[src/rtl/trm_pkg.sv]
// Shared types and constants for the tiny register machine execute block.
package trm_pkg;

  localparam int TRM_REG_COUNT   = 32;
  localparam int TRM_DATA_WORDS  = 512;
  localparam int TRM_QUEUE_DEPTH = 2;

  localparam int TRM_WORD_W  = 32;
  localparam int TRM_INSTR_W = 16;
  localparam int TRM_SRC_W   = 4;
  localparam int TRM_DST_W   = 5;
  localparam int TRM_ADDR_W  = 9;

  // instruction field positions
  localparam int TRM_OPC_LSB  = 13;
  localparam int TRM_SRCA_LSB = 9;
  localparam int TRM_SRCB_LSB = 5;

  typedef enum logic [2:0] {
    OPC_ADD   = 3'd0,
    OPC_MUL   = 3'd1,
    OPC_OR    = 3'd2,
    OPC_AND   = 3'd3,
    OPC_LOAD  = 3'd4,
    OPC_STORE = 3'd5
  } trm_opcode_t;

  typedef enum logic [2:0] {
    K_ADD,
    K_MUL,
    K_OR,
    K_AND,
    K_LOAD,
    K_STORE,
    K_HOST,
    K_NOP
  } trm_kind_t;

  typedef struct packed {
    trm_kind_t               kind;
    logic [TRM_SRC_W-1:0]    src_a;
    logic [TRM_SRC_W-1:0]    src_b;
    logic [TRM_DST_W-1:0]    dst;
    logic                    dst_ok;
    logic [TRM_ADDR_W-1:0]   addr;
    logic                    addr_ok;
    logic [TRM_WORD_W-1:0]   value;
  } trm_item_t;

endpackage

[src/rtl/trm_queue.sv]
// Short request queue between the decode front and the execute back.
module trm_queue
  import trm_pkg::*;
(
  input  logic      clk,
  input  logic      rst_n,
  input  logic      push,
  input  trm_item_t push_item,
  output logic      ready,
  input  logic      pop,
  output logic      head_vld,
  output trm_item_t head_item
);

  localparam int QAW = $clog2(TRM_QUEUE_DEPTH);
  localparam logic [QAW:0] QFULL = (QAW + 1)'(TRM_QUEUE_DEPTH);

  trm_item_t      entries_r [TRM_QUEUE_DEPTH];
  logic [QAW-1:0] wr_ptr_r, wr_ptr_nxt;
  logic [QAW-1:0] rd_ptr_r, rd_ptr_nxt;
  logic [QAW:0]   cnt_r, cnt_nxt;

  assign ready     = cnt_r != QFULL;
  assign head_vld  = cnt_r != '0;
  assign head_item = entries_r[rd_ptr_r];

  always_comb begin
    wr_ptr_nxt = push ? wr_ptr_r + 1'b1 : wr_ptr_r;
    rd_ptr_nxt = pop ? rd_ptr_r + 1'b1 : rd_ptr_r;
    cnt_nxt    = cnt_r + (QAW + 1)'(push) - (QAW + 1)'(pop);
  end

  always_ff @(posedge clk) begin
    if (!rst_n) begin
      wr_ptr_r <= '0;
      rd_ptr_r <= '0;
      cnt_r    <= '0;
    end else begin
      wr_ptr_r <= wr_ptr_nxt;
      rd_ptr_r <= rd_ptr_nxt;
      cnt_r    <= cnt_nxt;
    end
    if (push) begin
      entries_r[wr_ptr_r] <= push_item;
    end
  end

`ifndef SYNTH
  a_no_overflow: assert property (@(posedge clk) disable iff (!rst_n)
    !(push && !ready)) else $error("queue push while full");
  a_no_underflow: assert property (@(posedge clk) disable iff (!rst_n)
    !(pop && !head_vld)) else $error("queue pop while empty");
  a_count_tracks: assert property (@(posedge clk) disable iff (!rst_n)
    (push && !pop) |=> cnt_r == $past(cnt_r) + 1'b1)
    else $error("queue count lost a push");
`endif

endmodule

[config.mk]
export PLATFORM = sky130hd
export DESIGN_NAME = trm_queue
export DESIGN_NICKNAME = d
export VERILOG_FILES = /design/src/rtl/trm_pkg.sv /design/src/rtl/trm_queue.sv
export SDC_FILE = /design/constraint.sdc
export NUM_CORES = 1
export LEC_CHECK = 0
export ABC_AREA = 0
export ABC_CLOCK_PERIOD_IN_PS = 4600
export BUFFER_PORTS_ARGS = -buffer_cell sky130_fd_sc_hd__buf_2
export CORE_UTILIZATION = 52
export DETAILED_ROUTE_END_ITERATION = 12
export PLACE_DENSITY = 0.87
export SETUP_SLACK_MARGIN = 0.4
export SYNTH_ARGS = -nofsm -noshare
export SYNTH_HDL_FRONTEND = slang
export SYNTH_SLANG_ARGS = --single-unit
[constraint.sdc]
create_clock -name clk -period 4.6 [get_ports clk]
set_input_delay 0.46 -clock clk [delete_from_list [all_inputs] [get_ports clk]]
set_output_delay 0.46 -clock clk [all_outputs]
set_load 0.01 [all_outputs]
; Word level (Yosys, flattened, before mapping)
; Memory sizes are Yosys's and may differ from the RTL's. A register that Yosys moved wholly into a read port is not among the register bits.
; Cells that the tools add are included.
[word_totals]
memories = 1
inputBits = 63
regBits = 4
elab_cells = 14
ramBits = 118
output_inout_bits = 61
[classes]
mux = 4
n_reduce_logical = 1
add_sub_neg = 4
n_eq_ne = 1
[mem_list]
columns = name, depth, width, rd, rd_clocked_by_memory_dff, wr, line_no
row1 = entries_r, 2, 59, 1, 1, 1, trm_queue.sv:18  ; trm_item_t entries_r [TRM_QUEUE_DEPTH];
[ops]
columns = cell, n
row1 = 1-bit 2-to-1 mux, 4
row2 = 1-bit adder (second input constant), 2
row3 = 2-bit by 1-bit adder with 2-bit output, 1
row4 = 2-bit inequality test (second input constant), 1
row5 = 2-bit nonzero test, 1
row6 = 2-bit by 1-bit subtractor with 2-bit output, 1

; Longest topological paths before layout
[depth]
word_depth = 3
depth_mapped = 6
depth_no_buf = 6

; Worst setup path before layout
; OpenSTA, ideal clock, no wires.
[synth_path]
path_type = input to register
from = input push
to = memory entries_r[0][0] (netlist name) (enable)
arrival_ns = 3.092
setup_ns = 0.484
cell_stages = 1
slack_ns = 1.024
path_buffers = 0
required_time_ns = 4.116
cell_sequence = nor2b_1
[synth_between]
elab_chain_len = 2
[synth_lines]
columns = element, line_no
row1 = "start, declared", trm_queue.sv:7  ; input logic push,
row2 = 1-bit 2-to-1 mux, trm_queue.sv:43  ; if (push) begin
row3 = 1-bit 2-to-1 mux (not written as such), trm_queue.sv:44  ; entries_r[wr_ptr_r] <= push_item;
row4 = "end, declared", trm_queue.sv:18
; Every way passes these cells.

==> metrics.md <==
| Metric | Value |
|---|---|
| Part of the power in combinational logic | `0.090` |
| R2r setup slk | `roughly 2600 ps` |
| Synthesized flop and latch total | `123` |
| P_int | `approximately 2.2 mW` |
| Clock share of power | `0.438` |
| Avg Cell Area, Syn | `about 22 µm²` |
| Setup violations, final | `0` |
| Placer Congestion | `0.7053` |
| Die area | `9085 µm²` |
| Cells along the critical path | `buf_4, mux2_2, buf_2` |
| CP peak stage delay | `900 ps` |
| Drc violations | `0` |
| Hold-fix buffers, CTS | `0` |
| IO Count | `124` |
| CTS buffer count | `17` |
| # fillers | `547` |
| Tmin final | `around 2900 ps` |
| Final cell count without fillers | `461` |
| Layout cells sized above 1 | `0.6152` |
| Static leakage power | `around 2.2 nW` |
| Post-DP HPWL | `4850 µm` |
| Clock transition at path regs | `60 ps` |
| Worst Tran Pin Value | `1088 ps` |
| Ranking of synthesized cells by area | `edfxtp_1 78%, mux2_2 12%, mux2_4 3.3%, dfxtp_1 2.2%, and2_1 0.55%` |
| Setup TNS | `0 ps` |
| Hold path start | `push_item[55]` |
| Die span in x | `95.32 µm` |
| Placed cell count | `429` |
| WP data required | `4140 ps` |
| Worst path slowest cell | `dfxtp_2` |
| Grt total ovfl | `0` |
| Rel. slew slack | `0.2728` |
| Post-CTS setup buffers | `0` |
| Final hold vios | `0` |
| Setup ws final | `roughly 1700 ps` |
| F_max | `~350 MHz` |
| Final Max Slew Viols | `0` |
| Core Util, Final | `0.6970` |
| Total chip power | `2.807 mW` |
| Mapped Nets | `270` |
| CP Data Arrival Time | `2390 ps` |
| Number of global-route vias before repair | `2307` |
| CTS tree | `yes` |
| Crit Path Category | `reg -> out` |
| DR iter-0 viols | `roughly 90` |
| Total track usage | `0.1716` |
| Syn Inst Count | `between 200 and 250` |
| Initial antenna violation count | `0` |
| Final #Nets | `408` |
| Root Buffer | `clkbuf_8` |
| Highest ir drop seen on vdd | `around 280 µV` |
| Yosys top cell by area | `edfxtp_1` |
| WL/cell | `16.14 µm` |
| Final worst-path cycle share | `0.6203` |
| # diodes | `0` |
| Warnings from Yosys | `0` |
| Hold Path Class | `in -> reg` |
| Routed WL | `between 7000 and 8000 µm` |
| Hold EP | `entries_r[0][55]` |
| Number of cell rows | `33` |
| Post-synth top cells | `118 x edfxtp_1, 49 x mux2_2, 10 x mux2_4` |
| Pwr Density | `between 400 and 500 nW/µm²` |
| Vias | `2305` |
| Die height | `95.32 µm` |
| Ys async rst share | `0` |
| Startpoint types | `register` |
| Htree depth | `4` |
| Post-synthesis sequential area ratio | `0.8046` |
| Pre-CTS setup slack | `2224 ps` |
| Vias per std cell | `around 5.0` |
| Ys flop type | `edfxtp_1` |
| Final antenna-violating net count | `0` |
| Worst-skew pair later-pin latency | `about 500 ps` |
| Starting density of the core | `0.5429` |
| Worst-case reg-to-reg path depth | `2` |
| Setup Skew | `about 3.9 ps` |
| Maxcap violations | `0` |
| CTS Sinks | `~120` |
| Most frequent cell after synthesis | `edfxtp_1` |
| Reg2reg start | `wr_ptr_r` |
| First-pass GRT wire length | `10760 µm` |
| Status | `finished, final reports clean` |
| Largest net degree at the start of global routing | `39` |
| P&R area growth vs syn | `28.38%` |
| RSZ-0062 raised after global routing | `no` |
| Core box area | `8341 µm²` |
| Post-synth EDFFs | `roughly 120` |
| Worst-path maximum fanout | `37` |
| R2R Path End | `entries_r[0][9]` |
| Post-synth top area share | `0.7825` |
| Crit path capture type | `output port` |
| Longest Clk Path Bufs | `2` |
| Synth cell types | `16` |
| PostCTS Resize Cnt | `0` |
| Mapped cell area | `4528 µm²` |
| Sw power | `611.4 µW` |
| Flop pwr share | `0.472` |
| Worst hold path stage count | `1` |
| 1st-pass router iterations | `5` |
| Port Buffers | `123` |
| Switching Share | `0.2178` |
-- per-stage QoR --
step	hold WS, ps	cell area [µm²]
finish	141.4	5813
global route	110.6	5813
CTS	113.3	5813
detailed placement	578.7	5250
global placement	560.2	5250
floorplan	554.6	4528
-- worst max path at each step --
stage	endpoint	depth (start not counted)	from	slack (ps)
global route	head_item[30]	3	register	1590
CTS	head_item[30]	3	register	1670
detailed placement	head_item[30]	3	register	2220
global placement	head_item[55]	3	register	2250
floorplan	entries_r[0][0]	1	push	1020
finish	head_item[30]	3	register	1750
-- sequential cells by signal (all words and copies together), names as in the netlist, named ones only --
| name | count |
|---|---|
| cnt_r | 2 |
| entries_r | 118 |
| rd_ptr_r | 1 |
| wr_ptr_r | 1 |
-- area by class of cell --
class	count	area (µm²)	share of cell area
Timing Repair Buffer	126	638.1	0.1098
Clock inverter	15	148.9	0.02561
Clock buffer	17	414.1	0.07124
Inverter	2	7.507	0.001291
Sequential cell	123	3645	0.6270
Multi-Input combinational cell	73	828.3	0.1425
Tap cell	105	131.4	0.02260
-- power groups by stage --
| stage | Sequential (mW) | Combinational (mW) | Clock, mW |
|---|---|---|---|
| 2_1_floorplan | 1.33 | 0.165 | 0 |
| 3_3_place_gp | 1.34 | 0.247 | 0 |
| 3_5_place_dp | 1.35 | 0.255 | 0 |
| 4_1_cts | 1.32 | 0.257 | 1.26 |
| 5_1_grt | 1.33 | 0.274 | 1.31 |
| 6_report | 1.32 | 0.253 | 1.23 |
-- cells by family after synthesis --
family,Yosys count,synth area share
compound gates,1,0.001659
xor+xnor,2,0.006908
fa+ha+maj,2,0.005526
buf+inv,9,0.01437
flops,123,0.8046
mux,59,0.1550
simple gates,9,0.01188
-- critical path, delay by kind of cell (launching register included) --
kind / cells / cell delay (ps)
flip-flops: 1 / 900
buffers and inverters: 2 / 600
multiplexers: 1 / 390
-- cells in the final DEF (no fill, tap or decap), types with 2 or more instances in the layout --
cell | synthesis | layout
buf_4 | 0 | 3
edfxtp_1 | 118 | 118
clkinv_2 | 0 | 2
ha_1 | 2 | 2
clkinvlp_4 | 0 | 6
clkinv_1 | 0 | 2
nor2b_1 | 3 | 2
buf_2 | 4 | 123
and2_1 | 4 | 3
dfxtp_1 | 5 | 4
inv_6 | 0 | 3
inv_1 | 2 | 2
mux2_2 | 49 | 49
mux2_4 | 10 | 10
clkbuf_16 | 0 | 16
bufinv_16 | 0 | 2
-- metal layers --
metal | up-vias | GRT usage | part of all wire | wire [µm]
li1 | 1081 | - | - | -
met1 | 1107 | 0.1877 | 0.40 | 2966
met2 | 105 | 0.2786 | 0.51 | 3821
met3 | 12 | 0.07815 | 0.072 | 536
met4 | 0 | 0.09217 | 0.015 | 114
met5 | - | 0 | 0 | 0
Note: power is estimated with default switching activity, not from simulation.
