<file path="config.mk">
export PLATFORM = sky130hd
export DESIGN_NAME = trm_front
export DESIGN_NICKNAME = d
export VERILOG_FILES = /design/src/rtl/trm_pkg.sv /design/src/rtl/trm_front.sv
export SDC_FILE = /design/constraint.sdc
export NUM_CORES = 1
export LEC_CHECK = 0
export BUFFER_PORTS_ARGS = -buffer_cell sky130_fd_sc_hd__buf_2
export CORE_MARGIN = 5
export CORE_UTILIZATION = 47
export CTS_CLUSTER_SIZE = 40
export DETAILED_ROUTE_END_ITERATION = 7
export PLACE_DENSITY = 0.84
export SLEW_MARGIN = 10
export SYNTH_ARGS = -nofsm -noshare
export SYNTH_HDL_FRONTEND = slang
export SYNTH_SLANG_ARGS = --single-unit
</file>
<file path="constraint.sdc">
create_clock -name clk -period 7.9 [get_ports clk]
set_clock_uncertainty 0.1 [all_clocks]
set_input_delay 0.79 -clock clk [delete_from_list [all_inputs] [get_ports clk]]
set_output_delay 0.79 -clock clk [all_outputs]
set_load 0.05 [all_outputs]
</file>
<file path="src/rtl/trm_pkg.sv">
// Shared types and constants for the tiny register machine execute block.
package trm_pkg;

  localparam int TRM_REG_COUNT   = 32;
  localparam int TRM_DATA_WORDS  = 512;
  localparam int TRM_QUEUE_DEPTH = 2;

  localparam int TRM_WORD_W  = 32;
  localparam int TRM_INSTR_W = 16;
  localparam int TRM_SRC_W   = 4;
  localparam int TRM_DST_W   = 5;
  localparam int TRM_ADDR_W  = 9;

  // instruction field positions
  localparam int TRM_OPC_LSB  = 13;
  localparam int TRM_SRCA_LSB = 9;
  localparam int TRM_SRCB_LSB = 5;

  typedef enum logic [2:0] {
    OPC_ADD   = 3'd0,
    OPC_MUL   = 3'd1,
    OPC_OR    = 3'd2,
    OPC_AND   = 3'd3,
    OPC_LOAD  = 3'd4,
    OPC_STORE = 3'd5
  } trm_opcode_t;

  typedef enum logic [2:0] {
    K_ADD,
    K_MUL,
    K_OR,
    K_AND,
    K_LOAD,
    K_STORE,
    K_HOST,
    K_NOP
  } trm_kind_t;

  typedef struct packed {
    trm_kind_t               kind;
    logic [TRM_SRC_W-1:0]    src_a;
    logic [TRM_SRC_W-1:0]    src_b;
    logic [TRM_DST_W-1:0]    dst;
    logic                    dst_ok;
    logic [TRM_ADDR_W-1:0]   addr;
    logic                    addr_ok;
    logic [TRM_WORD_W-1:0]   value;
  } trm_item_t;

endpackage

</file>
<file path="src/rtl/trm_front.sv">
// Front end: accepts input requests, decodes and range-checks them.
module trm_front
  import trm_pkg::*;
#(
  parameter int REG_COUNT  = TRM_REG_COUNT,
  parameter int DATA_WORDS = TRM_DATA_WORDS
) (
  input  logic                   clk,
  input  logic                   rst_n,
  input  logic                   in_valid,
  output logic                   in_stall,
  input  logic                   in_func,
  input  logic [TRM_INSTR_W-1:0] in_instruction,
  input  logic [TRM_ADDR_W-1:0]  in_host_address,
  input  logic [TRM_WORD_W-1:0]  in_host_value,
  input  logic                   init_busy,
  input  logic                   q_ready,
  output logic                   q_push,
  output trm_item_t              q_item
);

  localparam logic [TRM_DST_W:0]  REG_LIMIT = (TRM_DST_W + 1)'(REG_COUNT);
  localparam logic [TRM_ADDR_W:0] MEM_LIMIT = (TRM_ADDR_W + 1)'(DATA_WORDS);

  trm_item_t   item_r, item_nxt;
  logic        vld_r, vld_nxt;
  trm_item_t   dec;
  trm_opcode_t opc;
  logic        in_fire;

  always_comb begin
    dec   = '0;
    dec.kind = K_NOP;
    opc   = trm_opcode_t'(in_instruction[TRM_OPC_LSB +: 3]);
    if (in_func) begin
      dec.kind  = K_HOST;
      dec.addr  = in_host_address;
      dec.value = in_host_value;
    end else begin
      dec.src_a = in_instruction[TRM_SRCA_LSB +: TRM_SRC_W];
      dec.src_b = in_instruction[TRM_SRCB_LSB +: TRM_SRC_W];
      dec.dst   = in_instruction[TRM_DST_W-1:0];
      dec.addr  = in_instruction[TRM_ADDR_W-1:0];
      unique case (opc)
        OPC_ADD:   dec.kind = K_ADD;
        OPC_MUL:   dec.kind = K_MUL;
        OPC_OR:    dec.kind = K_OR;
        OPC_AND:   dec.kind = K_AND;
        OPC_LOAD: begin
          dec.kind = K_LOAD;
          // load target is the A field
          dec.dst  = TRM_DST_W'(dec.src_a);
        end
        OPC_STORE: dec.kind = K_STORE;
        default:   dec.kind = K_NOP;
      endcase
    end
    dec.dst_ok  = {1'b0, dec.dst} < REG_LIMIT;
    dec.addr_ok = {1'b0, dec.addr} < MEM_LIMIT;
  end

  assign in_stall = init_busy || (vld_r && !q_ready);
  assign in_fire  = in_valid && !in_stall;
  assign q_push   = vld_r && q_ready;
  assign q_item   = item_r;

  always_comb begin
    vld_nxt  = in_fire || (vld_r && !q_ready);
    item_nxt = in_fire ? dec : item_r;
  end

  always_ff @(posedge clk) begin
    if (!rst_n) begin
      vld_r <= 1'b0;
    end else begin
      vld_r <= vld_nxt;
    end
    item_r <= item_nxt;
  end

endmodule

</file>
# Yosys cells after proc, flatten, opt, wreduce, memory -nomap -nowiden

Index checks and enable logic that the tools add are counted.

Output and inout bits: 61
Input bits: 63
Register bits: 58

Equal/unequal tests: 5
Muxes and demuxes: 3
Reduce and logical (&&, ||, !) cells: 9

Operators by type and width:

| kind                 | count |
|---|---|
| $pmux W3 S6          | 1 |
| $mux W9              | 1 |
| $eq A3 B2 Y1 const B | 2 |
| $eq A3 B3 Y1 const B | 2 |
| $mux W4              | 1 |
| $eq A3 B1 Y1 const B | 1 |
| $logic_and A1 B1 Y1  | 3 |
| $logic_not A3 Y1     | 1 |
| $logic_not A1 Y1     | 2 |
| $logic_or A1 B1 Y1   | 2 |
| $reduce_or A2 Y1     | 1 |

# Longest topological paths before layout

Depth in word-level cells: 6
Depth in mapped cells: 4
Mapped depth without buffers: 2

# Worst setup path before layout

No wires, ideal clock.

Path kind: input port to flip-flop
From: in init_busy
To: reg item_r, in the netlist q_item[0], enable pin
Buffers on the path: 0
Cell stages on the path: 2
Data arrival time: 3.485 ns
Data required time: 7.321 ns
Setup slack: 3.836 ns
Cell sequence: nand2b_1 > nor2b_1

Word-level cells in the longest chain between the ends: 3

Ends and longest elaborated chain:

| item                 | line            | RTL |
|---|---|---|
| start, declared      | trm_front.sv:16 | `input logic init_busy,` |
| $logic_or A1 B1 Y1   | trm_front.sv:62 | `assign in_stall = init_busy \|\| (vld_r && !q_ready);` |
| $logic_not A1 Y1     | trm_front.sv:63 | `assign in_fire = in_valid && !in_stall;` |
| $logic_and A1 B1 Y1  | trm_front.sv:63 |  |
| via in_fire          | trm_front.sv:29 | `logic in_fire;` |
| end signal, assigned | trm_front.sv:78 | `item_r <= item_nxt;` |
| end, declared        | trm_front.sv:25 | `trm_item_t item_r, item_nxt;` |

The timed path passes the listed nets, and every way through them passes these cells.
A chain may end at the register's enable or synchronous reset.

# Final worst setup path

From: in q_ready
To: out in_stall

Word-level cells in the longest chain between the ends: 3

Ends and longest elaborated chain:

| item                | line            | RTL |
|---|---|---|
| start, declared     | trm_front.sv:17 | `input logic q_ready,` |
| $logic_not A1 Y1    | trm_front.sv:62 |  |
| $logic_and A1 B1 Y1 | trm_front.sv:62 |  |
| $logic_or A1 B1 Y1  | trm_front.sv:62 |  |
| end, declared       | trm_front.sv:11 | `output logic in_stall,` |

No other way between the ends.

==> metrics.md <==
| Metric | Value |
|---|---|
| Resized Gates After CTS | 0 |
| DIE AREA | 0.00632 mm2 |
| Post-CTS Setup Inserts | 0 |
| Tcrit/Tclk final | 0.288 |
| Drt pass-1 iters | 4 |
| Max cap viols | 0 |
| Clk sinks | 58 |
| Syn. warnings | 0 |
| Cts bufs inserted | 9 |
| Critical path buffers and inverters | 2 |
| Slew headroom | 0.489 |
| Pin count of the biggest net entering global routing | slightly below 60 |
| Number of buffers added on ports | roughly 120 |
| Area of the core | 0.00469 mm2 |
| Critical path class | input port to output pin |
| GP Congestion | 0.743 |
| Flops & latches, synth | 58 |
| Clk_lat worst skew | 0.32 ns |
| WP data required | 7.01 ns |
| Power Total | 0.000705 W |
| Final instance area | approximately 0.003 mm2 |
| Routed via count | 1566 |
| Hold_buf cts | 0 |
| Area after DPL | just under 0.003 mm2 |
| Global-route wire length before repair | roughly 7.5 mm |
| CTS H-Tree Depth | 3 |
| Clk buf depth | 2 |
| Starting DRT DRC Count | 97 |
| Arrival @ worst endpoint | 1.39 ns |
| Critical path's largest stage delay | 0.25 ns |
| DR vias/cell | 4.73 |
| Root buffer cell | clkbuf_8 |
| Antenna-violating nets left | 0 |
| Cell Area, Synth | 0.00227 mm2 |
| Fin nets | 335 |
| Final Hold Fails | 0 |
| Slowest-stage cell, CP | buf_2 |
| Min Tclk post-route | between 2 and 2.5 ns |
| Row count | 25 |
| Tot GR Track Use | 0.162 |
| Distinct cells, synth | 18 |
| Ant. Diodes | 0 |
| Sequential share of the synthesized area | 0.763 |
| Peak supply drop | 0.000115 V |
| Die H | roughly 80 um |
| Initial antenna violation count | 0 |
| Worst Hold Class | register to register |
| Total gr overflow | 0 |
| Finish-stage setup viols | 0 |
| Cell Chain, Critical Path | buf_2, nand2b_1, nand2b_1, buf_2 |
| Cells after Synth | 146 |
| Die width | 79.5 um |
| Fin. max-slew vios | 0 |
| Status | complete, no violations |
| Slew at the pin closest to its max-slew limit | 0.767 ns |
| Worst-path fanout max | 3 |
| # DRC | 0 |
| Post-DP HPWL | 3.68 mm |
| Layout cells sized above 1 | 0.498 |
| Mean post-synth cell area | 15.5 um2 |
| WL final | 5.03 mm |
| Pwr/cell area | 228 mW/mm2 |
| Worst path top cell family by delay | buffers and inverters |
| Fmax | 0.439 GHz |
| Most common cell after layout, fill and taps aside | buf_2 |
| # IOs | 124 |
| Initial Util | 0.483 |
| Clock Pin Slew Worst Setup and Hold Paths | 0.06 ns |
| Area growth syn-to-layout | 36.1% |
| Vias in the first global route | around 1600 |
| CP endpoint kind | output pin |
| CP startpoint kind | input port |
| CTS tree | built |
| Most frequent cells in the layout | 121 x buf_2, 57 x edfxtp_1, 33 x and2_1 |
| Setup TNS Final | 0 ns |
| Unrepaired setup endpoints after global routing | false |
| P_leak | 1.39 nW |
| Average wire per standard cell | approximately 15 um |
final timing paths:
| path | slack, ns | cells after the start | from | to |
|---|---|---|---|---|
| worst max-delay path | 5.62 | 4 | q_ready | in_stall |
| worst min-delay path | 0.47 | 2 | vld_r$_SDFF_PN0_ | vld_r$_SDFF_PN0_ |
| worst max register to register | 6.27 | 3 | vld_r$_SDFF_PN0_ | q_item[14]$_SDFFCE_PN0P_ |
| worst min register to register | 0.47 | 2 | vld_r$_SDFF_PN0_ | vld_r$_SDFF_PN0_ |
cells in the mapped netlist (all sizes together):
library cell	n	area, um2
dfxtp	1	20.0
nand2	10	37.5
edfxtp	57	1710
buf	7	42.5
nor3b	1	18.8
and2	33	206
nand2b	12	75.1
or2	2	12.5
mux2i	4	40.0
a21oi	1	5.00
inv	4	15.0
a21boi	1	7.51
nor2b	5	31.3
nor2	2	7.51
a21o	4	30.0
clkbuf	1	3.75
conb	1	3.75
layout make-up:
cell class	instances	area, um2
clock buffer	13	159
clock inverter	3	15.0
fill	391	1600
inverter	4	15.0
multi-input combinational	77	487
sequential	58	1730
tap	54	67.6
timing repair buffer	122	613
routing by layer:
metal  vias up  global-route usage  part of all wire  routed length [um]
li1        751                   -                 -                   -
met1       730               0.179              0.38                1920
met2        74               0.267              0.50                2520
met3        11              0.0451             0.093                 466
met4         0               0.115             0.023                 117
met5         -                   0                 0                   0
worst register-to-register path, delay by kind of cell (launching register included):
kind | cells | cell delay, ns
buffers and inverters | 1 | 0.56
and+or+nand+nor | 2 | 0.25
DFF | 1 | 0.32
metrics by stage:
step	instances	hold WS, ns	setup slack (ns)	utilization
2_1_floorplan	147	0.390	3.84	-
3_5_place_dp	315	0.461	5.63	0.621
4_1_cts	331	0.477	5.62	0.658
3_3_place_gp	315	0.432	5.64	0.621
6_report	331	0.474	5.62	0.658
5_1_grt	331	0.515	5.57	0.658
kinds of logic (layout without fill, tap and decap cells):
| kind of cell | Yosys count | count (layout) | synth area share |
|---|---|---|---|
| AND/OR/NAND/NOR | 65 | 65 | 0.172 |
| flip-flops | 58 | 58 | 0.763 |
| buffers and inverters | 12 | 142 | 0.0270 |
| AO/OA/AOI/OAI | 6 | 6 | 0.0188 |
| multiplexers | 4 | 4 | 0.0177 |
| other | 1 | 2 | 0.00165 |
flip-flops by register name, indices dropped and copies added (netlist names):
register  cells
vld_r         1
q_item       57
power breakdown:
| part | internal, W | switching, W |
|---|---|---|
| clock network | 0.000129 | 0.000106 |
| registers | 0.000356 | 0.00000369 |
| logic | 0.0000303 | 0.0000787 |
Note: power is estimated with default switching activity, not from simulation.
